==> src/eapg_pkg.sv <==
package eapg_pkg;

    localparam int CORDIC_STAGES = 18;
    localparam int ATAN_LEN      = 24;
    localparam int DIV_Q_BITS    = 24;
    localparam int DEN_W         = 14;
    localparam int NUM_W         = DEN_W + DIV_Q_BITS;
    localparam int TRIG_W        = 33;
    localparam int Z_W           = 25;

    localparam logic [15:0] TURN_UNITS    = 16'd46080;
    localparam logic [23:0] FINE_TURN     = 24'd11796480;
    localparam logic [23:0] FINE_QUARTER  = 24'd2949120;
    localparam logic [14:0] RECIP_45      = 15'd23302;
    localparam logic [5:0]  STEP_DIV      = 6'd45;
    localparam logic signed [TRIG_W-1:0] CORDIC_GAIN = 33'sd652032874;
    localparam logic signed [19:0] COORD_MAX = 20'sd65535;

    localparam logic [20:0] ATAN_FINE [ATAN_LEN] = '{
        21'd1474560, 21'd870484, 21'd459940, 21'd233473, 21'd117189, 21'd58652,
        21'd29333, 21'd14667, 21'd7334, 21'd3667, 21'd1833, 21'd917,
        21'd458, 21'd229, 21'd115, 21'd57, 21'd29, 21'd14,
        21'd7, 21'd4, 21'd2, 21'd1, 21'd0, 21'd0
    };

    typedef struct packed {
        logic [15:0] rx;
        logic [15:0] ry;
        logic [15:0] st;
        logic [14:0] steps;
        logic        valid;
        logic        last;
        logic [1:0]  quad;
    } meta_t;

endpackage

==> src/eapg_div.sv <==
module eapg_div
    import eapg_pkg::*;
(
    input  logic                  aclk,
    input  logic                  aresetn,
    input  logic                  pipe_en,
    input  logic                  in_valid,
    input  logic [NUM_W-1:0]      num,
    input  logic [DEN_W-1:0]      den,
    input  meta_t                 meta_in,
    output logic                  out_valid,
    output logic [DIV_Q_BITS-1:0] quot,
    output meta_t                 meta_out
);

    logic [DEN_W-1:0]      rem_reg  [DIV_Q_BITS];
    logic [DIV_Q_BITS-1:0] work_reg [DIV_Q_BITS];
    logic [DEN_W-1:0]      den_reg  [DIV_Q_BITS];
    meta_t                 meta_reg [DIV_Q_BITS];
    logic [DIV_Q_BITS-1:0] v_reg;

    always_ff @(posedge aclk) begin
        if (!aresetn) begin
            v_reg <= '0;
        end else if (pipe_en) begin
            v_reg <= {v_reg[DIV_Q_BITS-2:0], in_valid};
        end
    end

    for (genvar k = 0; k < DIV_Q_BITS; k++) begin : g_stage
        logic [DEN_W-1:0]      rem_in, den_in;
        logic [DIV_Q_BITS-1:0] work_in;
        meta_t                 meta_in_k;
        logic [DEN_W:0]        trial;
        logic                  fits;

        if (k == 0) begin : g_first
            assign rem_in    = num[NUM_W-1:DIV_Q_BITS];
            assign work_in   = num[DIV_Q_BITS-1:0];
            assign den_in    = den;
            assign meta_in_k = meta_in;
        end else begin : g_next
            assign rem_in    = rem_reg[k-1];
            assign work_in   = work_reg[k-1];
            assign den_in    = den_reg[k-1];
            assign meta_in_k = meta_reg[k-1];
        end

        assign trial = {rem_in, work_in[DIV_Q_BITS-1]};
        assign fits  = trial >= {1'b0, den_in};

        always_ff @(posedge aclk) begin
            if (pipe_en) begin
                rem_reg[k]  <= fits ? DEN_W'(trial - {1'b0, den_in}) : trial[DEN_W-1:0];
                work_reg[k] <= {work_in[DIV_Q_BITS-2:0], fits};
                den_reg[k]  <= den_in;
                meta_reg[k] <= meta_in_k;
            end
        end
    end

    assign out_valid = v_reg[DIV_Q_BITS-1];
    assign quot      = work_reg[DIV_Q_BITS-1];
    assign meta_out  = meta_reg[DIV_Q_BITS-1];

endmodule

==> config.mk <==
export PLATFORM = sky130hd
export DESIGN_NAME = eapg_div
export DESIGN_NICKNAME = d
export VERILOG_FILES = /design/src/eapg_pkg.sv /design/src/eapg_div.sv
export SDC_FILE = /design/constraint.sdc
export NUM_CORES = 2
export LEC_CHECK = 0
export ABC_AREA = 1
export BUFFER_PORTS_ARGS = -buffer_cell sky130_fd_sc_hd__buf_4
export CAP_MARGIN = 10
export CORE_ASPECT_RATIO = 1.4
export CORE_MARGIN = 5
export CORE_UTILIZATION = 55
export DETAILED_ROUTE_END_ITERATION = 7
export GPL_TIMING_DRIVEN = 0
export PLACE_DENSITY = 0.79
export SKIP_LAST_GASP = 1
export SLEW_MARGIN = 10
export SYNTH_ARGS = -nofsm -noshare
export SYNTH_HDL_FRONTEND = slang
export SYNTH_SLANG_ARGS = --single-unit
==> constraint.sdc <==
create_clock -name aclk -period 5.27 [get_ports aclk]
set_input_delay 1.054 -clock aclk [delete_from_list [all_inputs] [get_ports aclk]]
set_output_delay 1.054 -clock aclk [all_outputs]
set_load 0.005 [all_outputs]
**Word level (Yosys, flattened, before mapping)**

Memory sizes are Yosys's and may differ from the RTL's.
Index checks and enable logic that the tools add are counted.

- Word-level logic and storage cells: 79
- RAM bits: 2,856
- Memories: 4
- Input bits: 123
- Flip-flop bits (word level): 24

- $add $sub $neg: 24
- $lt $le $gt $ge: 24
- Mux-type cells: 26

Memory list:

| memory | depth | bits a word | rd ports | clocked after Yosys merged registers in | wr ports | line | text |
|---|---|---|---|---|---|---|---|
| meta_reg | 24 | 67 | 24 | 0 | 24 | eapg_div.sv:19 | `meta_t meta_reg [DIV_Q_BITS];` |
| work_reg | 24 | 24 | 24 | 0 | 24 | eapg_div.sv:17 | `logic [DIV_Q_BITS-1:0] work_reg [DIV_Q_BITS];` |
| den_reg | 24 | 14 | 23 | 0 | 24 | eapg_div.sv:18 | `logic [DEN_W-1:0] den_reg [DIV_Q_BITS];` |
| rem_reg | 24 | 14 | 23 | 0 | 24 | eapg_div.sv:16 | `logic [DEN_W-1:0] rem_reg [DIV_Q_BITS];` |

Operators with widths:

| cell | number |
|---|---|
| >= comparator 15 x 14 -> 1 bit | 24 |
| two-way mux 14 bit | 24 |
| subtractor 14 bit | 24 |
| two-way mux 1 bit | 2 |

**Longest topological paths before layout**

- Depth in word-level cells: 2
- Gate-level depth with buffers: 14
- Mapped depth without buffers: 12

**Least setup slack after synthesis**

OpenSTA, ideal clock, no wires.

- Kind: input port to flip-flop
- Start point: input port den[2]
- End point: memory rem_reg[0][13] (data pin)
- Stages: 10
- Data required time: 5,017 ps
- Arrival: 2,276 ps
- Path buffers: 1
- Path slack: 2,741 ps
- Cell sequence: inv_1 > ha_1 > or2_1 > nand3_1 > nand2_1 > nand2_4 > nand3_4 > buf_6 > nand3_1 > nand2_1

RTL lines:

| item | line | text |
|---|---|---|
| start: declaration | eapg_div.sv:9 | `input logic [DEN_W-1:0] den,` |
| end: declaration | eapg_div.sv:16 |  |

==> flow_summary_export.csv <==
group,metric,value,unit
floorplan,initial_utilization,55.2,%
pwr,power.density,517,nW/um2
timing,timing.slew.headroom,31.7,%
timing,worst-slew-pin-transition,1020,ps
route,detail-route-antenna-nets,0,
cts,cts_buffers,272,
floorplan,core-area,205000,um2
synth,post_synthesis_mean_instance_area,14.0,um2
timing,finalCriticalPeriod,4550,ps
cts,cts_hold_buffers,0,
floorplan,die_x,394,um
global_route,grt_antenna_before_repair,6,
setup_path,required,5680,ps
setup_path,path_delay_family,"buffers and inverters",
final_layout,fillCellCount,14938,
setup_path,critical_path.n_buffers_inverters,6,
final_layout,instances_no_fill,11515,
synth,netlist_area,113000,um2
setup_path,critical_path_class,"input port to flip-flop",
timing,finalClockSkew,92.7,ps
cts,clk_latency,850,ps
setup_path,cp_cell_sequence,"buf_16 > buf_16 > buf_16 > buf_16 > buf_16 > buf_16",
timing,period_share,86.4,%
timing,timing.fmax,220,MHz
floorplan,die_h,547,um
route,wirelength,214,mm
floorplan,die_area,215000,um2
setup_path,cpMostUsedCell,"buf_16",
setup_path,timing.critical_path.to_type,"flip-flop",
timing,timing.final.setup_violations,0,
final_layout,largest_register_ffs,1608,
synth,synth.ff_latch_count,2852,
cts,clockRootBuffer,"clkbuf_16",
synth,synthMostInstantiatedCell,"edfxtp_1",
synth,synth_top_area_share,75.0,%
global_route,grt_max_degree,189,
synth,postSynthCellCount,8117,
route,wire_per_inst,18.6,um
route,detail_route.iter0.violations,4053,
cts,htreeDepth,5,
synth,synthTopCellsByCount,"edfxtp_1 (2828), nand2_1 (1828), inv_1 (1323)",
timing,rsz0062_at_grt,"no",
synth,warnings_from_yosys,0,
cts,path_clk_slew,60,ps
route,vias,58239,
final_layout,syn_to_final_growth,12.7,%
final_layout,ratio_of_cells_with_drive_above_1_in_the_final_layout,10.8,%
placement,dp_cell_count,11034,
cts,cts_buffer_depth,4,
synth,synth.lib_cells_used.distinct,43,
route,vias_per_cell,5.06,
floorplan,rows,197,
global_route,grt.total_usage,19.9,%
run_status,status,"complete, no violations",
synth,synth_enable_flop_cells,2828,
pwr,total_leakage_power,52.2,nW
pwr,vdd.ir_drop.worst,0.000406,V
placement,dp.final_hpwl,141,mm
timing,report.final.slew_viol_count,0,
final_layout,finish.utilization,62.2,%
timing,finalHoldViolations,0,
cts,post_cts_resized,0,
synth,yosys_most_used_dff,"edfxtp_1",
cts,tritoncts,"done",
cts,post_cts.repair.setup_buffers,0,
setup_path,timing.critical_path.arrival,4960,ps
synth,synthesized_net_count,8622,
synth,synthTopCellsByArea,"edfxtp_1 (75%), nand2_1 (6.1%), inv_1 (4.4%)",
route,detail_route.first_pass.iterations,6,
placement,port_buffers,214,
placement,place_congestion,0.875,
setup_path,start_kind,"input port",
final_layout,num-nets-final,9127,
synth,post-synth-top-area-cell,"edfxtp_1",
synth,synth.yosys.seq_area_share,75.4,%
cts,tritoncts_num_sinks,2852,
setup_path,max_stage_delay,630,ps
worst_hold_path,hold_path_class,"input port to flip-flop",
setup_path,slowest_stage,"buf_16",
synth,async_flop_share,0,%
global_route,first_global_vias,60429,
global_route,globalRoute.totalOverflow,0,
floorplan,io_pins,215,
run,cap_viol_max_count,0,
global_route,grt_pass1_wl,335,mm
setup_path,timing.critical_path.fanout_max,178,
route,post-route-drc-count,0,
## per-layer routing
| layer | vias to the layer above | routed length, um | track usage (%) |
|---|---|---|---|
| met4 | 0 | 9870 | 8.48 |
| li1 | 28811 | - | - |
| met3 | 471 | 7390 | 2.64 |
| met5 | - | 0 | 0 |
| met2 | 1157 | 117000 | 38.0 |
| met1 | 27800 | 79100 | 22.2 |
## final timing paths
check,start,endpoint,slack [ps],cells after the start
setup / recovery,pipe_en,meta_reg[5][233],720,6
hold / removal,meta_in[39],meta_reg[0][39],370,1
setup reg to reg,work_reg[0][143],rem_reg[0][96],2730,10
hold reg to reg,meta_reg[2][201],meta_reg[3][0],370,0
## worst reg2reg max path, stage by stage (launching register included)
cell and delay (ps):
edfxtp_1 380, inv_1 190, ha_1 190, inv_1 50, fa_1 430, nand3_1 110
nand3_1 230, nand3_1 210, nand4_1 120, nand3_2 100, nand2_1 200
## report_power, final
| group | leakage, nW | internal (mW) | switching (mW) |
|---|---|---|---|
| clock | 4.31 | 11.3 | 8.32 |
| combinational | 20.0 | 5.82 | 10.7 |
| sequential | 27.9 | 28.5 | 1.43 |
| total | 52.2 | 45.6 | 20.4 |
## placed cells by master (no fill, tap or decap), types with 12 or more instances in the layout
master / instances
nand4_1: 201
nor2_1: 314
a21oi_1: 113
o21ai_1: 164
buf_16: 18
clkbuf_1: 52
a21oi_4: 21
nand3b_1: 24
nor2_2: 51
nand2_2: 51
o21ai_0: 27
buf_6: 34
ha_1: 359
dfxtp_1: 24
nand3_1: 310
buf_4: 215
xnor2_1: 39
o21bai_1: 13
inv_1: 1323
nor2_4: 14
nand3_2: 47
and2_1: 40
fa_1: 23
nand2_4: 12
o21ai_2: 28
edfxtp_1: 2828
clkinv_2: 36
inv_6: 16
clkbuf_16: 278
clkinvlp_4: 14
bufinv_16: 31
clkinv_1: 38
nand2_1: 1828
or2_1: 13
nand3_4: 26
xor2_1: 122
## per-stage QoR
step	worst slack, ps	power, mW	instance area (um2)	hold WS [ps]	setup TNS [ps]
floorplan	2740	41.7	113000	400	0
global placement	-23640	47.6	118000	400	-
finish	716	66.0	128000	367	0
global route	454	70.0	128000	310	0
CTS	688	66.8	128000	293	0
detailed placement	-136	46.8	119000	405	-20210
## final cells by class
type	count	area [um2]	share of cell area, %
multi-input cells	3878	22200	17.4
clock inverters	152	1730	1.36
well taps	2686	3360	2.63
diodes	2	5.00	0.00392
flip-flops and latches	2852	85400	66.9
plain buffers	54	606	0.475
clock buffers	327	7160	5.61
inverters	1333	5000	3.92
repair buffers	231	2090	1.64
## cell families after synthesis
logic type	share of synthesized area, %
compound gates	2.03
simple gates	12.0
flops	75.4
fa+ha+maj	4.37
xor+xnor	1.25
buf+inv	4.95
Power figures use the tool's default switching activity.
