File: src/eapg_pkg.sv
package eapg_pkg;

    localparam int CORDIC_STAGES = 18;
    localparam int ATAN_LEN      = 24;
    localparam int DIV_Q_BITS    = 24;
    localparam int DEN_W         = 14;
    localparam int NUM_W         = DEN_W + DIV_Q_BITS;
    localparam int TRIG_W        = 33;
    localparam int Z_W           = 25;

    localparam logic [15:0] TURN_UNITS    = 16'd46080;
    localparam logic [23:0] FINE_TURN     = 24'd11796480;
    localparam logic [23:0] FINE_QUARTER  = 24'd2949120;
    localparam logic [14:0] RECIP_45      = 15'd23302;
    localparam logic [5:0]  STEP_DIV      = 6'd45;
    localparam logic signed [TRIG_W-1:0] CORDIC_GAIN = 33'sd652032874;
    localparam logic signed [19:0] COORD_MAX = 20'sd65535;

    localparam logic [20:0] ATAN_FINE [ATAN_LEN] = '{
        21'd1474560, 21'd870484, 21'd459940, 21'd233473, 21'd117189, 21'd58652,
        21'd29333, 21'd14667, 21'd7334, 21'd3667, 21'd1833, 21'd917,
        21'd458, 21'd229, 21'd115, 21'd57, 21'd29, 21'd14,
        21'd7, 21'd4, 21'd2, 21'd1, 21'd0, 21'd0
    };

    typedef struct packed {
        logic [15:0] rx;
        logic [15:0] ry;
        logic [15:0] st;
        logic [14:0] steps;
        logic        valid;
        logic        last;
        logic [1:0]  quad;
    } meta_t;

endpackage

File: src/eapg_scale.sv
module eapg_scale
    import eapg_pkg::*;
(
    input  logic                     aclk,
    input  logic                     aresetn,
    input  logic                     pipe_en,
    input  logic                     in_valid,
    input  logic signed [TRIG_W-1:0] cos_q30,
    input  logic signed [TRIG_W-1:0] sin_q30,
    input  meta_t                    meta_in,
    output logic                     out_valid,
    output logic signed [16:0]       point_x,
    output logic signed [16:0]       point_y,
    output logic [14:0]              point_count,
    output logic                     point_valid,
    output logic                     last_point
);

    localparam int P_W = TRIG_W + 17;

    logic [2:0] v_reg;

    logic signed [TRIG_W-1:0] sn_reg, ny_reg;
    meta_t                    meta1_reg, meta2_reg;
    logic signed [P_W-1:0]    px_reg, py_reg;

    logic signed [16:0] x_reg, y_reg;
    logic [14:0]        cnt_reg;
    logic               pv_reg, last_reg;

    logic signed [TRIG_W-1:0] sn, ny;

    always_comb begin
        case (meta_in.quad)
            2'd0: begin
                sn = sin_q30;
                ny = -cos_q30;
            end
            2'd1: begin
                sn = cos_q30;
                ny = sin_q30;
            end
            2'd2: begin
                sn = -sin_q30;
                ny = cos_q30;
            end
            default: begin
                sn = -cos_q30;
                ny = -sin_q30;
            end
        endcase
    end

    function automatic logic signed [16:0] round_sat(input logic signed [P_W-1:0] p);
        logic signed [P_W-1:0] t;
        logic signed [19:0]    r;
        t = p + (P_W'(1) <<< 29);
        r = 20'(t >>> 30);
        if (r > COORD_MAX) begin
            r = COORD_MAX;
        end else if (r < -COORD_MAX) begin
            r = -COORD_MAX;
        end
        return r[16:0];
    endfunction

    always_ff @(posedge aclk) begin
        if (!aresetn) begin
            v_reg <= '0;
        end else if (pipe_en) begin
            v_reg <= {v_reg[1:0], in_valid};
        end
        if (pipe_en) begin
            sn_reg    <= sn;
            ny_reg    <= ny;
            meta1_reg <= meta_in;

            px_reg    <= P_W'(sn_reg) * $signed({{(P_W-16){1'b0}}, meta1_reg.rx});
            py_reg    <= P_W'(ny_reg) * $signed({{(P_W-16){1'b0}}, meta1_reg.ry});
            meta2_reg <= meta1_reg;

            x_reg    <= meta2_reg.valid ? round_sat(px_reg) : 17'sd0;
            y_reg    <= meta2_reg.valid ? round_sat(py_reg) : 17'sd0;
            cnt_reg  <= meta2_reg.steps;
            pv_reg   <= meta2_reg.valid;
            last_reg <= meta2_reg.last;
        end
    end

    assign out_valid   = v_reg[2];
    assign point_x     = x_reg;
    assign point_y     = y_reg;
    assign point_count = cnt_reg;
    assign point_valid = pv_reg;
    assign last_point  = last_reg;

endmodule

File: config.mk
export PLATFORM = sky130hd
export DESIGN_NAME = eapg_scale
export DESIGN_NICKNAME = d
export VERILOG_FILES = /design/src/eapg_pkg.sv /design/src/eapg_scale.sv
export SDC_FILE = /design/constraint.sdc
export NUM_CORES = 2
export LEC_CHECK = 0
export BUFFER_PORTS_ARGS = -buffer_cell sky130_fd_sc_hd__buf_2
export CELL_PAD_IN_SITES_DETAIL_PLACEMENT = 1
export CELL_PAD_IN_SITES_GLOBAL_PLACEMENT = 1
export CORE_MARGIN = 2
export CORE_UTILIZATION = 46
export DETAILED_ROUTE_END_ITERATION = 8
export PLACE_DENSITY = 0.81
export SYNTH_ARGS = -nofsm -noshare
export SYNTH_HDL_FRONTEND = slang
export SYNTH_SLANG_ARGS = --single-unit
File: constraint.sdc
create_clock -name aclk -period 5.91 [get_ports aclk]
set_input_delay 0.2955 -clock aclk [delete_from_list [all_inputs] [get_ports aclk]]
set_output_delay 0.2955 -clock aclk [all_outputs]
set_load 0.02 [all_outputs]
## Yosys cells after proc, flatten, opt, wreduce, memory -nomap -nowiden

Cells that the tools add are included.

| word-level totals | value |
|---|---|
| input bits | 137 |
| bits in registers | 286 |
| bits in latches | 0 |
| RAM bits | 0 |
| logic and storage cells | 42 |
| output and inout bits | 52 |
| bits in read-only memories | 0 |
| memories | 0 |

| cells by class | value |
|---|---|
| div/mod/pow operators | 0 |
| shift operators | 0 |
| bitwise logic cells | 1 |
| reduce and logical (&&, ||, !) cells | 3 |
| add/sub/neg operators | 4 |
| multipliers | 2 |
| equal/unequal tests | 2 |
| mux-type cells | 6 |
| order comparisons | 4 |

Operators with widths:

| operator | number |
|---|---|
| one-hot mux 33 bit (3 select lines) | 2 |
| adder 50 x 31 -> 50 bit (second input constant) | 2 |
| multiplier 33 x 17 -> 50 bit | 2 |
| negation 33 bit | 2 |
| greater-than comparator 20 x 17 -> 1 bit (second input constant) | 2 |
| less-than comparator 20 x 17 -> 1 bit (second input constant) | 2 |
| two-way mux 17 bit | 2 |
| two-way mux 16 bit | 2 |
| OR reduction 2 bit | 2 |
| == test 2 x 1 -> 1 bit (second input constant) | 1 |
| == test 2 bit (second input constant) | 1 |
| zero test 2 bit | 1 |
| NOT 1 bit | 1 |

## Longest topological paths before layout

| depth | value |
|---|---|
| word-level depth | 4 |
| mapped depth | 25 |
| gate-level depth less buffers | 24 |

## Worst setup path before layout

OpenSTA, ideal clock, no wires.

| timing path | value |
|---|---|
| path type | register -> register |
| start | reg sn_reg[7] |
| end | reg px_reg[44] (data pin) |
| library setup time | 0.259 ns |
| cell stages (with the launch flop) | 25 |
| arrival | 6.085 ns |
| required time | 5.651 ns |
| setup slack | -0.434 ns |
| path buffers | 1 |
| period minus slack after synthesis | 6.344 ns |
| cell sequence | edfxtp_1 -> clkbuf_1 -> nand2_1 -> fa_1 -> inv_1 -> fa_1 -> inv_1 -> fa_1 -> inv_1 -> fa_1 -> fa_1 -> inv_1 -> fa_1 -> inv_1 -> ha_1 -> a21oi_1 -> o21ai_0 -> a221o_1 -> nand2_1 -> a31oi_1 -> or2_2 -> a31o_2 -> a31o_2 -> or2_2 -> xor2_1 |

| on the way | value |
|---|---|
| cells in the longest elaborated chain, start to end | 1 |

RTL lines:

| element | line | RTL |
|---|---|---|
| start: declaration | eapg_scale.sv:23 | `logic signed [TRIG_W-1:0] sn_reg, ny_reg;` |
| start signal: assignment | eapg_scale.sv:74 | `sn_reg <= sn;` |
| multiplier 33 x 17 -> 50 bit | eapg_scale.sv:78 | `px_reg <= P_W'(sn_reg) * $signed({{(P_W-16){1'b0}}, meta1_reg.rx});` |
| end signal: assignment | eapg_scale.sv:78 |  |
| end: declaration | eapg_scale.sv:25 | `logic signed [P_W-1:0] px_reg, py_reg;` |

Every way passes these cells.
A chain may end at the register's enable or synchronous reset.

## Worst setup path after layout

| timing path | value |
|---|---|
| start | reg meta1_reg[56] (netlist name) |
| end | reg px_reg[44] (data pin) |

| on the way | value |
|---|---|
| cells in the longest elaborated chain, start to end | 1 |

RTL lines:

| element | line | RTL |
|---|---|---|
| start: declaration | eapg_scale.sv:24 | `meta_t meta1_reg, meta2_reg;` |
| start signal: assignment | eapg_scale.sv:76 | `meta1_reg <= meta_in;` |
| multiplier 33 x 17 -> 50 bit | eapg_scale.sv:78 |  |

Every way passes these cells.

==> impl_metrics.yaml <==
cells_and_area:
  nets: 6649
  utilization: 0.554
  largest_register_ffs: 49
  instances_no_fill: 6590
  syn2layout_area_growth_pct: 19.4
  drive_above_1_share: 0.184
status:
  violations: "negative setup slack"
  outcome: "finished, violations left"
critical_path:
  critPathArrivalTime_ps: 7210
  startpoint_type: "flop"
  cp.required_ps: 6300
  crit_type: "flop to flop"
  crit_path_end_kind: "flop"
  cp_max_fo: 6
global_route:
  grt_usage: 0.303
  grt_start_max_net_pins: 142
  antenna_found_initial: 11
  grt_pass1_vias: 42800
  grt_pass1_wl_um: 237000
  overflow: 0
synth:
  synthCells: 4741
  synth_ff_type: "edfxtp_1"
  synth-seq-cells: 228
  synth_seq_area_share: 0.149
  synth_nets: 6118
  synth_edf_count: 225
  synth_area_um2: 45700
  syn_area_per_cell_um2: 9.63
  async_reset_ff_frac: 0
  yosysUniqueCellTypes: 74
  yosys_warnings: 0
drt:
  routed_via_density: 5.48
  drc: 0
  routed_wl_um: 159000
  final_antenna_net_count: 0
  dr.first_iter.drc_count: 2235
  vias: 36100
  wl_per_cell_um: 24.1
  firstDrtPassIters: 5
timing:
  tightest_slew_ps: 1050
  fin_crit_sh: 1.15
  slew_violations: 0
  clock_skew_ps: 43.7
  fin_tns_setup_ps: -27000
  rsz0062_at_grt: "yes"
  hold_viol: 0
  setup_ws_ps: -913
  timing.fmax_mhz: 147
  setup_viol: 42
  max_slew_margin: 0.297
  fin_crit_ps: 6820
floorplan:
  ios: 189
  dieArea_um2: 102000
  initial_core_util: 0.464
  fp.dieH_um: 319
  coreArea_um2: 98400
  die_width_um: 319
  rows: 115
flow_run:
  maxCapViolations: 0
cts:
  cts_made_buffers: 31
  h-tree-depth: 1
  clkTransAtPathRegs_ps: 90
  clock_sinks: 228
  clk-insertion-delay-late_ps: 670
  cts.path.max_buffers: 3
  cts-root-buf: "clkbuf_16"
  cts_tree: "done"
min_path:
  hp-class: "primary input to flop"
place:
  post-place-cells: 6415
  dp_hpwl_um: 118000
  port_buffers: 172
  gp_congestion: 0.889
## synthesized netlist by cell type, drive strengths merged, types with 4 or more instances
library cell | n | area share
edfxtp | 225 | 0.15
mux2 | 4 | 0.00099
and4 | 6 | 0.0012
a211oi | 5 | 0.00082
ha | 238 | 0.065
buf | 12 | 0.0016
nor2b | 12 | 0.0016
nand4 | 15 | 0.0021
xor2 | 74 | 0.014
mux4 | 20 | 0.0099
nand2b | 13 | 0.0019
or2 | 5 | 0.00074
and2 | 392 | 0.054
a21o | 29 | 0.0048
a31oi | 10 | 0.0014
o21a | 8 | 0.0013
nor3 | 33 | 0.0041
or3 | 15 | 0.0025
nand2 | 754 | 0.062
o21ai | 78 | 0.0085
nor4 | 15 | 0.0028
xnor2 | 88 | 0.017
inv | 1147 | 0.094
fa | 1002 | 0.44
nand3 | 48 | 0.0053
or4 | 16 | 0.0031
and3 | 15 | 0.0021
o22ai | 7 | 0.00096
o31ai | 7 | 0.0012
mux2i | 16 | 0.0035
clkbuf | 192 | 0.016
nor2 | 88 | 0.0072
o211ai | 5 | 0.00082
a21oi | 104 | 0.011
## metrics by stage
| step | instance area [um^2] | hold slack (ps) | setup slack (ps) |
|---|---|---|---|
| 4_1_cts | 53500 | 39.6 | -588 |
| 3_5_place_dp | 51300 | 406 | -1740 |
| 3_3_place_gp | 51300 | 400 | -1630 |
| 6_report | 54500 | 73.4 | -913 |
| 2_1_floorplan | 46000 | 394 | -223 |
| 5_1_grt | 54500 | 88.2 | -963 |
## metal layers
layer	vias to the layer above	track usage	share of wire	wire [um]
met2	1517	0.543	0.51	81100
met4	10	0.161	0.067	10600
met1	18800	0.348	0.36	56500
met3	665	0.0443	0.064	10200
li1	15100	-	-	-
met5	-	0	0.00041	65
## cell families (layout without fill, tap and decap cells)
| logic type | count (synthesis) | count (layout) | synth area share |
|---|---|---|---|
| AO/OA/AOI/OAI | 286 | 286 | 0.0375 |
| XOR/XNOR | 162 | 162 | 0.0311 |
| adder cells (fa/ha/maj) | 1240 | 1240 | 0.504 |
| buffers and inverters | 1351 | 1907 | 0.112 |
| flip-flops | 228 | 228 | 0.149 |
| multiplexers | 40 | 40 | 0.0144 |
| other | 0 | 6 | 0 |
| AND/OR/NAND/NOR | 1434 | 1434 | 0.152 |
## layout by cell type, fill, tap and decap left out, drive strengths merged, types with 5 or more instances in the layout
cell	n
o21a	8
diode	6
and4	6
fa	1002
or4	16
nor3	33
or2	5
a31oi	10
o22ai	7
nor2	88
clkbuf	36
mux2i	16
and2	392
nand2	754
o21ai	78
o31ai	7
nor4	15
dlygate4sd3	52
nor2b	12
mux4	20
nand4	15
or3	15
nand2b	13
xor2	74
a211oi	5
buf	648
edfxtp	225
ha	238
inv	1151
a21oi	104
xnor2	88
and3	15
a21o	29
clkinv	14
nand3	48
o211ai	5
## area by class of cell
| type | instances | area, um^2 |
|---|---|---|
| diodes | 6 | 15.0 |
| clock buffers | 34 | 787 |
| clock inverters | 24 | 210 |
| fillers | 10900 | 43900 |
| inverters | 1147 | 4310 |
| multi-input cells | 3162 | 34900 |
| flip-flops and latches | 228 | 6820 |
| well taps | 1287 | 1610 |
| repair buffers | 702 | 5850 |
## critical path: stages (launching register included)
cell and delay (ps):
edfxtp_1 440, buf_6 190, clkbuf_16 180, and2_1 170, fa_1 560, inv_1 60
fa_1 500, fa_1 530, inv_1 60, fa_1 480, fa_1 560, inv_1 90
fa_1 490, inv_1 80, ha_4 170, a21oi_1 190, nand2_1 80, a221o_1 310
nand2_2 110, a31oi_4 130, or2_4 300, a31o_4 250, a31o_4 230, or2_4 230
xor2_1 140
## worst paths after layout
check	from	end	slack, ps	cells past startpoint
worst max-delay path	meta1_reg[56]	px_reg[44]	-910	24
worst min-delay path	sin_q30[0]	ny_reg[0]	70	3
worst max register to register	meta1_reg[56]	px_reg[44]	-910	24
worst min register to register	meta1_reg[16]	meta2_reg[16]	420	0
## repair_timing
item,4_1_cts,5_1_grt
endpoints found under the setup margin,40,42
hold buffers,52,0
endpoints found under the hold margin,53,0
gates resized for setup,106,166
pin swaps,69,130
cloned,1,3
buffers inserted,31,35
Power is left out: the tool's default activity adds up to more than one toggle a clock period on the data nets, which glitch-free logic cannot reach.
