--- src/eapg_pkg.sv ---
package eapg_pkg;

    localparam int CORDIC_STAGES = 18;
    localparam int ATAN_LEN      = 24;
    localparam int DIV_Q_BITS    = 24;
    localparam int DEN_W         = 14;
    localparam int NUM_W         = DEN_W + DIV_Q_BITS;
    localparam int TRIG_W        = 33;
    localparam int Z_W           = 25;

    localparam logic [15:0] TURN_UNITS    = 16'd46080;
    localparam logic [23:0] FINE_TURN     = 24'd11796480;
    localparam logic [23:0] FINE_QUARTER  = 24'd2949120;
    localparam logic [14:0] RECIP_45      = 15'd23302;
    localparam logic [5:0]  STEP_DIV      = 6'd45;
    localparam logic signed [TRIG_W-1:0] CORDIC_GAIN = 33'sd652032874;
    localparam logic signed [19:0] COORD_MAX = 20'sd65535;

    localparam logic [20:0] ATAN_FINE [ATAN_LEN] = '{
        21'd1474560, 21'd870484, 21'd459940, 21'd233473, 21'd117189, 21'd58652,
        21'd29333, 21'd14667, 21'd7334, 21'd3667, 21'd1833, 21'd917,
        21'd458, 21'd229, 21'd115, 21'd57, 21'd29, 21'd14,
        21'd7, 21'd4, 21'd2, 21'd1, 21'd0, 21'd0
    };

    typedef struct packed {
        logic [15:0] rx;
        logic [15:0] ry;
        logic [15:0] st;
        logic [14:0] steps;
        logic        valid;
        logic        last;
        logic [1:0]  quad;
    } meta_t;

endpackage

--- src/eapg_steps.sv ---
module eapg_steps
    import eapg_pkg::*;
(
    input  logic              aclk,
    input  logic              aresetn,
    input  logic              pipe_en,
    input  logic              in_valid,
    input  logic [15:0]       rx,
    input  logic [15:0]       ry,
    input  logic [15:0]       arc_start,
    input  logic [15:0]       arc_end,
    input  logic [13:0]       idx,
    output logic              out_valid,
    output logic [NUM_W-1:0]  num,
    output logic [DEN_W-1:0]  den,
    output meta_t             meta
);

    logic [4:0]  v_reg;

    logic [15:0] rx1_reg, ry1_reg, st1_reg, en1_reg;
    logic [13:0] idx1_reg;
    logic [12:0] m1_reg;

    logic [15:0] rx2_reg, ry2_reg, st2_reg, span2_reg;
    logic [13:0] idx2_reg;
    logic [12:0] m2_reg;

    logic [15:0] rx3_reg, ry3_reg, st3_reg;
    logic [13:0] idx3_reg;
    logic [27:0] prod3_reg;
    logic [29:0] ip3_reg;

    logic [15:0] rx4_reg, ry4_reg, st4_reg;
    logic [13:0] idx4_reg;
    logic [29:0] ip4_reg;
    logic [19:0] x4_reg;
    logic [14:0] q04_reg;

    logic [NUM_W-1:0] num_reg;
    logic [DEN_W-1:0] den_reg;
    meta_t            meta_reg;
    meta_t            meta_next;

    logic [15:0] st_red, en_red, span;
    logic [12:0] mx, my;
    logic [16:0] rx_up, ry_up;
    logic [34:0] recip_prod;
    logic [20:0] chk;
    logic [14:0] steps;
    logic        valid;

    assign st_red = (arc_start >= TURN_UNITS) ? arc_start - TURN_UNITS : arc_start;
    assign en_red = (arc_end >= TURN_UNITS) ? arc_end - TURN_UNITS : arc_end;
    assign rx_up  = {1'b0, rx} + 17'd15;
    assign ry_up  = {1'b0, ry} + 17'd15;
    assign mx     = rx_up[16:4];
    assign my     = ry_up[16:4];

    assign span = (en1_reg >= st1_reg) ? en1_reg - st1_reg
                                       : en1_reg - st1_reg + TURN_UNITS;

    assign recip_prod = {15'd0, prod3_reg[27:8]} * {20'd0, RECIP_45};

    assign chk   = {6'd0, q04_reg} * {15'd0, STEP_DIV};
    assign steps = (chk > {1'b0, x4_reg}) ? q04_reg - 15'd1 : q04_reg;
    assign valid = {1'b0, idx4_reg} < steps;

    always_comb begin
        meta_next.rx    = rx4_reg;
        meta_next.ry    = ry4_reg;
        meta_next.st    = st4_reg;
        meta_next.steps = steps;
        meta_next.valid = valid;
        meta_next.last  = valid && (({1'b0, idx4_reg} + 15'd1) == steps);
        meta_next.quad  = 2'd0;
    end

    always_ff @(posedge aclk) begin
        if (!aresetn) begin
            v_reg <= '0;
        end else if (pipe_en) begin
            v_reg <= {v_reg[3:0], in_valid};
        end
        if (pipe_en) begin
            rx1_reg  <= rx;
            ry1_reg  <= ry;
            st1_reg  <= st_red;
            en1_reg  <= en_red;
            idx1_reg <= idx;
            m1_reg   <= (mx > my) ? mx : my;

            rx2_reg   <= rx1_reg;
            ry2_reg   <= ry1_reg;
            st2_reg   <= st1_reg;
            idx2_reg  <= idx1_reg;
            m2_reg    <= m1_reg;
            span2_reg <= span;

            rx3_reg   <= rx2_reg;
            ry3_reg   <= ry2_reg;
            st3_reg   <= st2_reg;
            idx3_reg  <= idx2_reg;
            prod3_reg <= 28'({15'd0, m2_reg} * {12'd0, span2_reg});
            ip3_reg   <= {16'd0, idx2_reg} * {14'd0, span2_reg};

            rx4_reg  <= rx3_reg;
            ry4_reg  <= ry3_reg;
            st4_reg  <= st3_reg;
            idx4_reg <= idx3_reg;
            ip4_reg  <= ip3_reg;
            x4_reg   <= prod3_reg[27:8];
            q04_reg  <= recip_prod[34:20];

            num_reg  <= {ip4_reg, 8'd0};
            den_reg  <= (steps > 15'd1) ? steps[13:0] - 14'd1 : 14'd1;
            meta_reg <= meta_next;
        end
    end

    assign out_valid = v_reg[4];
    assign num       = num_reg;
    assign den       = den_reg;
    assign meta      = meta_reg;

endmodule

--- config.mk ---
export PLATFORM = sky130hd
export DESIGN_NAME = eapg_steps
export DESIGN_NICKNAME = d
export VERILOG_FILES = /design/src/eapg_pkg.sv /design/src/eapg_steps.sv
export SDC_FILE = /design/constraint.sdc
export NUM_CORES = 2
export LEC_CHECK = 0
export BUFFER_PORTS_ARGS = -buffer_cell sky130_fd_sc_hd__buf_4
export CAP_MARGIN = 40
export CORE_MARGIN = 2
export CORE_UTILIZATION = 65
export DETAILED_ROUTE_END_ITERATION = 16
export PLACE_DENSITY_LB_ADDON = 0.25
export SLEW_MARGIN = 10
export SYNTH_ARGS = -nofsm -noshare
export SYNTH_HDL_FRONTEND = slang
export SYNTH_SLANG_ARGS = --single-unit
--- constraint.sdc ---
create_clock -name aclk -period 18.4 [get_ports aclk]
set_input_delay 0.92 -clock aclk [delete_from_list [all_inputs] [get_ports aclk]]
set_output_delay 0.92 -clock aclk [all_outputs]
set_load 0.02 [all_outputs]
**Word level (Yosys, flattened, before mapping)**

Index checks and enable logic that the tools add are counted.

- Input bits: 82
- Logic and storage cells: 61
- Output and inout port bits: 120
- Register bits: 543

- $add $sub $neg: 9
- Reduce and logical (&&, ||, !) cells: 1
- Muxes and demuxes: 5
- Equal/unequal tests: 1
- Magnitude comparators: 7
- Multiply operators: 4

Operators with widths:

| kind | number |
|---|---|
| $mux 16 | 3 |
| $add 16x4->17 const B | 2 |
| $mul 20x14->34 const B | 1 |
| $ge 16x16->1 const B | 2 |
| $sub 16x16->16 const B | 2 |
| $mul 14x16->30 | 1 |
| $mul 13x16->28 | 1 |
| $gt 21x20->1 | 1 |
| $mul 15x6->21 const B | 1 |
| $add 16x16->16 const B | 1 |
| $ge 16x16->1 | 1 |
| $sub 16x16->16 | 1 |
| $add 14x1->15 const B | 1 |
| $eq 15x15->1 | 1 |
| $gt 15x1->1 const B | 1 |
| $lt 14x15->1 | 1 |
| $mux 15 | 1 |
| $sub 15x1->15 const B | 1 |
| $sub 14x1->14 const B | 1 |
| $gt 13x13->1 | 1 |
| $mux 13 | 1 |
| $logic_and 1x1->1 | 1 |

**Longest topological paths before layout**

- Depth after elaboration: 5
- Mapped depth: 35
- Gate-level depth less buffers: 35

**Worst setup path before layout**

OpenSTA, ideal clock, no wires.

- Path kind: register -> register
- Start point: register q04_reg[1]
- End point: register meta_reg, in the netlist meta[2] (data pin)
- Path slack: 10.717 ns
- Stages on the path, launching flop included: 33
- Library setup time: 0.176 ns
- Path buffers: 0
- Arrival time: 7.507 ns
- Cells stage by stage: edfxtp_1 -> ha_1 -> inv_1 -> fa_1 -> fa_1 -> inv_1 -> ha_1 -> a21oi_1 -> o21bai_1 -> a21o_1 -> a21oi_1 -> o21ai_0 -> o41ai_1 -> o2111ai_1 -> a21oi_1 -> xnor2_1 -> ha_1 -> nand3_1 -> nor4_2 -> a211oi_2 -> o211a_4 -> or3_1 -> xor2_1 -> ha_1 -> a21o_1 -> a21oi_1 -> nor2b_1 -> o21ai_0 -> nand2_1 -> or3_1 -> a211oi_1 -> o32ai_1 -> nor4_1

RTL lines:

| what | line | RTL |
|---|---|---|
| start: declaration | eapg_steps.sv:38 | `logic [14:0] q04_reg;` |
| start signal: assignment | eapg_steps.sv:113 | `q04_reg <= recip_prod[34:20];` |
| end signal: assignment | eapg_steps.sv:117 | `meta_reg <= meta_next;` |
| end: declaration | eapg_steps.sv:42 | `meta_t meta_reg;` |

==> results.sh <==
export IMPL_status="finished clean"
export IMPL_ys_seq_elements=535
export IMPL_post_cts_hold_buffer_count=0
export IMPL_synthMuxAreaShare_pct=0.413
export IMPL_syn2layout_area_growth_pct=10.2
export IMPL_drt_drc_violations_left=0
export IMPL_layout_cells_most_common="sky130_fd_sc_hd__inv_1"
export IMPL_critical_path_slowest_cell="sky130_fd_sc_hd__xor2_1"
export IMPL_ant_nets=0
export IMPL_finalSetupTns_ps=0
export IMPL_cts_buffers_inserted=53
export IMPL_tightestPinTransition_ps=992
export IMPL_synth_yosys_warnings=0
export IMPL_syn_inst=3365
export IMPL_cts_post_setup_buffers_inserted=0
export IMPL_synth_area_in_simple_gates_pct=10.2
export IMPL_min_delay_path_class="register to register"
export IMPL_met3WireLength_mm=4.03
export IMPL_boundaryPins=202
export IMPL_wire_length_of_the_first_global_routing_pass_mm=133
export IMPL_holdPathStages=0
export IMPL_clock_tree_from_tritoncts="done"
export IMPL_first_iter_violations=1830
export IMPL_r2r_worst_path_cells=32
export IMPL_grt_setup_unrepaired="no"
export IMPL_r2r_start="q04_reg[3]$_DFFE_PP_"
export IMPL_hold_path_startpoint="idx3_reg[10]$_DFFE_PP_"
export IMPL_worstSetupEndpointType="register"
export IMPL_slew_viol_final=0
export IMPL_clk_pin_slew_worst_setup_hold_paths_ps=60
export IMPL_grt_start_max_net_pins=189
export IMPL_num_nets_final=4442
export IMPL_worstPathRequired_ps=18840
export IMPL_synth_compound_area_share_pct=5.36
export IMPL_die_area_um2=63000
export IMPL_routed_wl_mm=80.4
export IMPL_fillerInstances=4043
export IMPL_drt_wirelength_per_cell_um=18.4
export IMPL_cts_buffer_depth=3
export IMPL_drt_vias_per_instance=5.69
export IMPL_place_congestion=0.894
export IMPL_sequential_cell_area_um2=16000
export IMPL_synth_edf_count=530
export IMPL_main_combinational_cell_family_by_area_after_synthesis="adder cells"
export IMPL_num_rows=90
export IMPL_crit_path_start="q04_reg[3]$_DFFE_PP_"
export IMPL_max_cap_viol_count=0
export IMPL_floorplan_die_height_um=251
export IMPL_multiInputGateArea_um2=21000
export IMPL_count_of_cells_resized_by_post_cts_repair=0
export IMPL_post_route_cells_drive_above_1_share_pct=8.94
export IMPL_clkLatencyLatePin_ps=630
export IMPL_finalSetupViolCount=0
export IMPL_grt_usage_pct=26.4
export IMPL_yosys_cell_types_count=82
export IMPL_critical_path_peak_fanout=16
export IMPL_num_vias=24875
export IMPL_syn_mean_instance_area_um2=11.8
export IMPL_dr_pass1_iters=5
export IMPL_rrSetupSlack_ps=9410
export IMPL_grt_overflow_total=0
export IMPL_timing_hold_violations_final=0
export IMPL_floorplan_die_width_um=251
export IMPL_worst_setup_path_type="register to register"
export IMPL_cts_htree_levels=2
export IMPL_portBuffers=191
export IMPL_ys_dominant_reg_cell="sky130_fd_sc_hd__edfxtp_1"
export IMPL_reg2reg_end="meta[2]$_DFFE_PP_"
export IMPL_critical_path_data_arrival_time_ps=9430
export IMPL_dp_hpwl_mm=60.3
export IMPL_synth_adder_area_share_pct=33.4
export IMPL_numClockSinks=535
export IMPL_largest_reg_flops=65
export IMPL_worst_hold_path_endpoint="idx4_reg[10]$_DFFE_PP_"
export IMPL_worst_slew_margin_rel_pct=33.9
export IMPL_sequential_share_of_the_synthesized_area_pct=40.4
export IMPL_fin_crit_sh_pct=48.9
export IMPL_synth_area_um2=39700
export IMPL_routedLengthMet1_mm=32.0
export IMPL_floorplan_initialDensity_pct=65.7
export IMPL_core_area_um2=60400
export IMPL_wire_length_on_met2_mm=41.9
export IMPL_diodes=0
export IMPL_critPathLaunchType="register"
export IMPL_clk_root_buffer_cell="sky130_fd_sc_hd__clkbuf_16"
export IMPL_grt_antenna_before_repair=0
export IMPL_finalCriticalPeriod_ps=8990
export IMPL_top_layer_used="met4"
export IMPL_cpPeakStageDelay_ps=570
export IMPL_synth_xor_area_share_pct=3.58
export IMPL_mostFrequentLayoutCells="sky130_fd_sc_hd__inv_1 (598), sky130_fd_sc_hd__edfxtp_1 (530), sky130_fd_sc_hd__fa_1 (409), sky130_fd_sc_hd__ha_1 (403), sky130_fd_sc_hd__nand2_1 (352)"
export IMPL_timing_clock_skew_ps=41.4
export IMPL_first_global_vias=26900
export IMPL_asyncSetResetFlopFracSynth_pct=0
export IMPL_fmax_mhz=111
==> logic make-up (layout without fill, tap and decap cells) <==
logic type,Yosys count,count (layout)
xor gates and xnor gates,155,155
muxes,16,16
buffers and inverters,698,914
and+or+nand+nor,830,830
adders and majority gates,813,813
AOI/OAI and AO/OA,317,317
other,1,10
DFF,535,535
==> critical path: cells and delay by family, from the launching register on <==
kind / cells / cell delay, ps
AOI/OAI and AO/OA: 15 / 3200
adders and majority gates: 6 / 2400
and+or+nand+nor: 7 / 1880
xor gates and xnor gates: 2 / 680
DFF: 1 / 560
buffers and inverters: 2 / 100
==> worst max-delay path by stage <==
stage                     slack (ps)           endpoint
final                           9410  meta[2]$_DFFE_PP_
after global routing            8680  meta[2]$_DFFE_PP_
after CTS                       9530  meta[2]$_DFFE_PP_
after detailed placement        9600  meta[2]$_DFFE_PP_
after global placement          9830  meta[2]$_DFFE_PP_
after floorplan                10720  meta[2]$_DFFE_PP_
==> synthesized netlist by cell type (all sizes together), types with 6 or more instances <==
cell | instances | area [µm²]
nand2 | 352 | 1320
nand4 | 23 | 144
a21oi | 92 | 460
edfxtp | 530 | 15900
nor3 | 35 | 175
o21ai | 62 | 314
and2 | 169 | 1060
ha | 403 | 5040
nor4 | 17 | 113
xnor2 | 105 | 920
a21o | 28 | 210
clkbuf | 82 | 308
or3 | 15 | 104
nor2b | 27 | 169
o21bai | 9 | 67.6
a2111oi | 7 | 98.8
fa | 409 | 8190
o41ai | 6 | 60.1
nand3 | 46 | 230
o21a | 17 | 128
mux2i | 13 | 130
nand2b | 10 | 62.6
xor2 | 46 | 410
buf | 16 | 119
a31oi | 26 | 163
a211oi | 13 | 108
nor2 | 96 | 360
o211ai | 8 | 65.1
inv | 600 | 2250
or4 | 8 | 63.8
and3 | 16 | 100
==> layer usage <==
layer	global-route usage [%]	vias to the layer above
li1	-	11495
met1	33.4	12412
met2	47.4	777
met3	3.14	191
met4	8.93	0
met5	0	-
==> cell type report <==
type / instances / area share, %
clock buffers: 63 / 3.12
clock inverters: 34 / 0.896
inverters: 600 / 5.15
multi-input cells: 2141 / 48.1
flip-flops and latches: 535 / 36.6
well taps: 782 / 2.24
repair buffers: 217 / 3.89
==> stage by stage <==
step                cell area [µm²]  cells  worst slack [ps]  utilization [%]  hold slack (ps)
floorplan                     39700   3374             10720                -              400
global placement              41900   4271              9830             69.4              401
detailed placement            42000   4274              9600             69.5              405
CTS                           43700   4371              9530             72.4              387
global route                  43700   4372              8680             72.4              406
finish                        43700   4372              9410             72.4              388
Power is left out: the tool's default activity adds up to more than one toggle a clock period on the data nets, which glitch-free logic cannot reach.
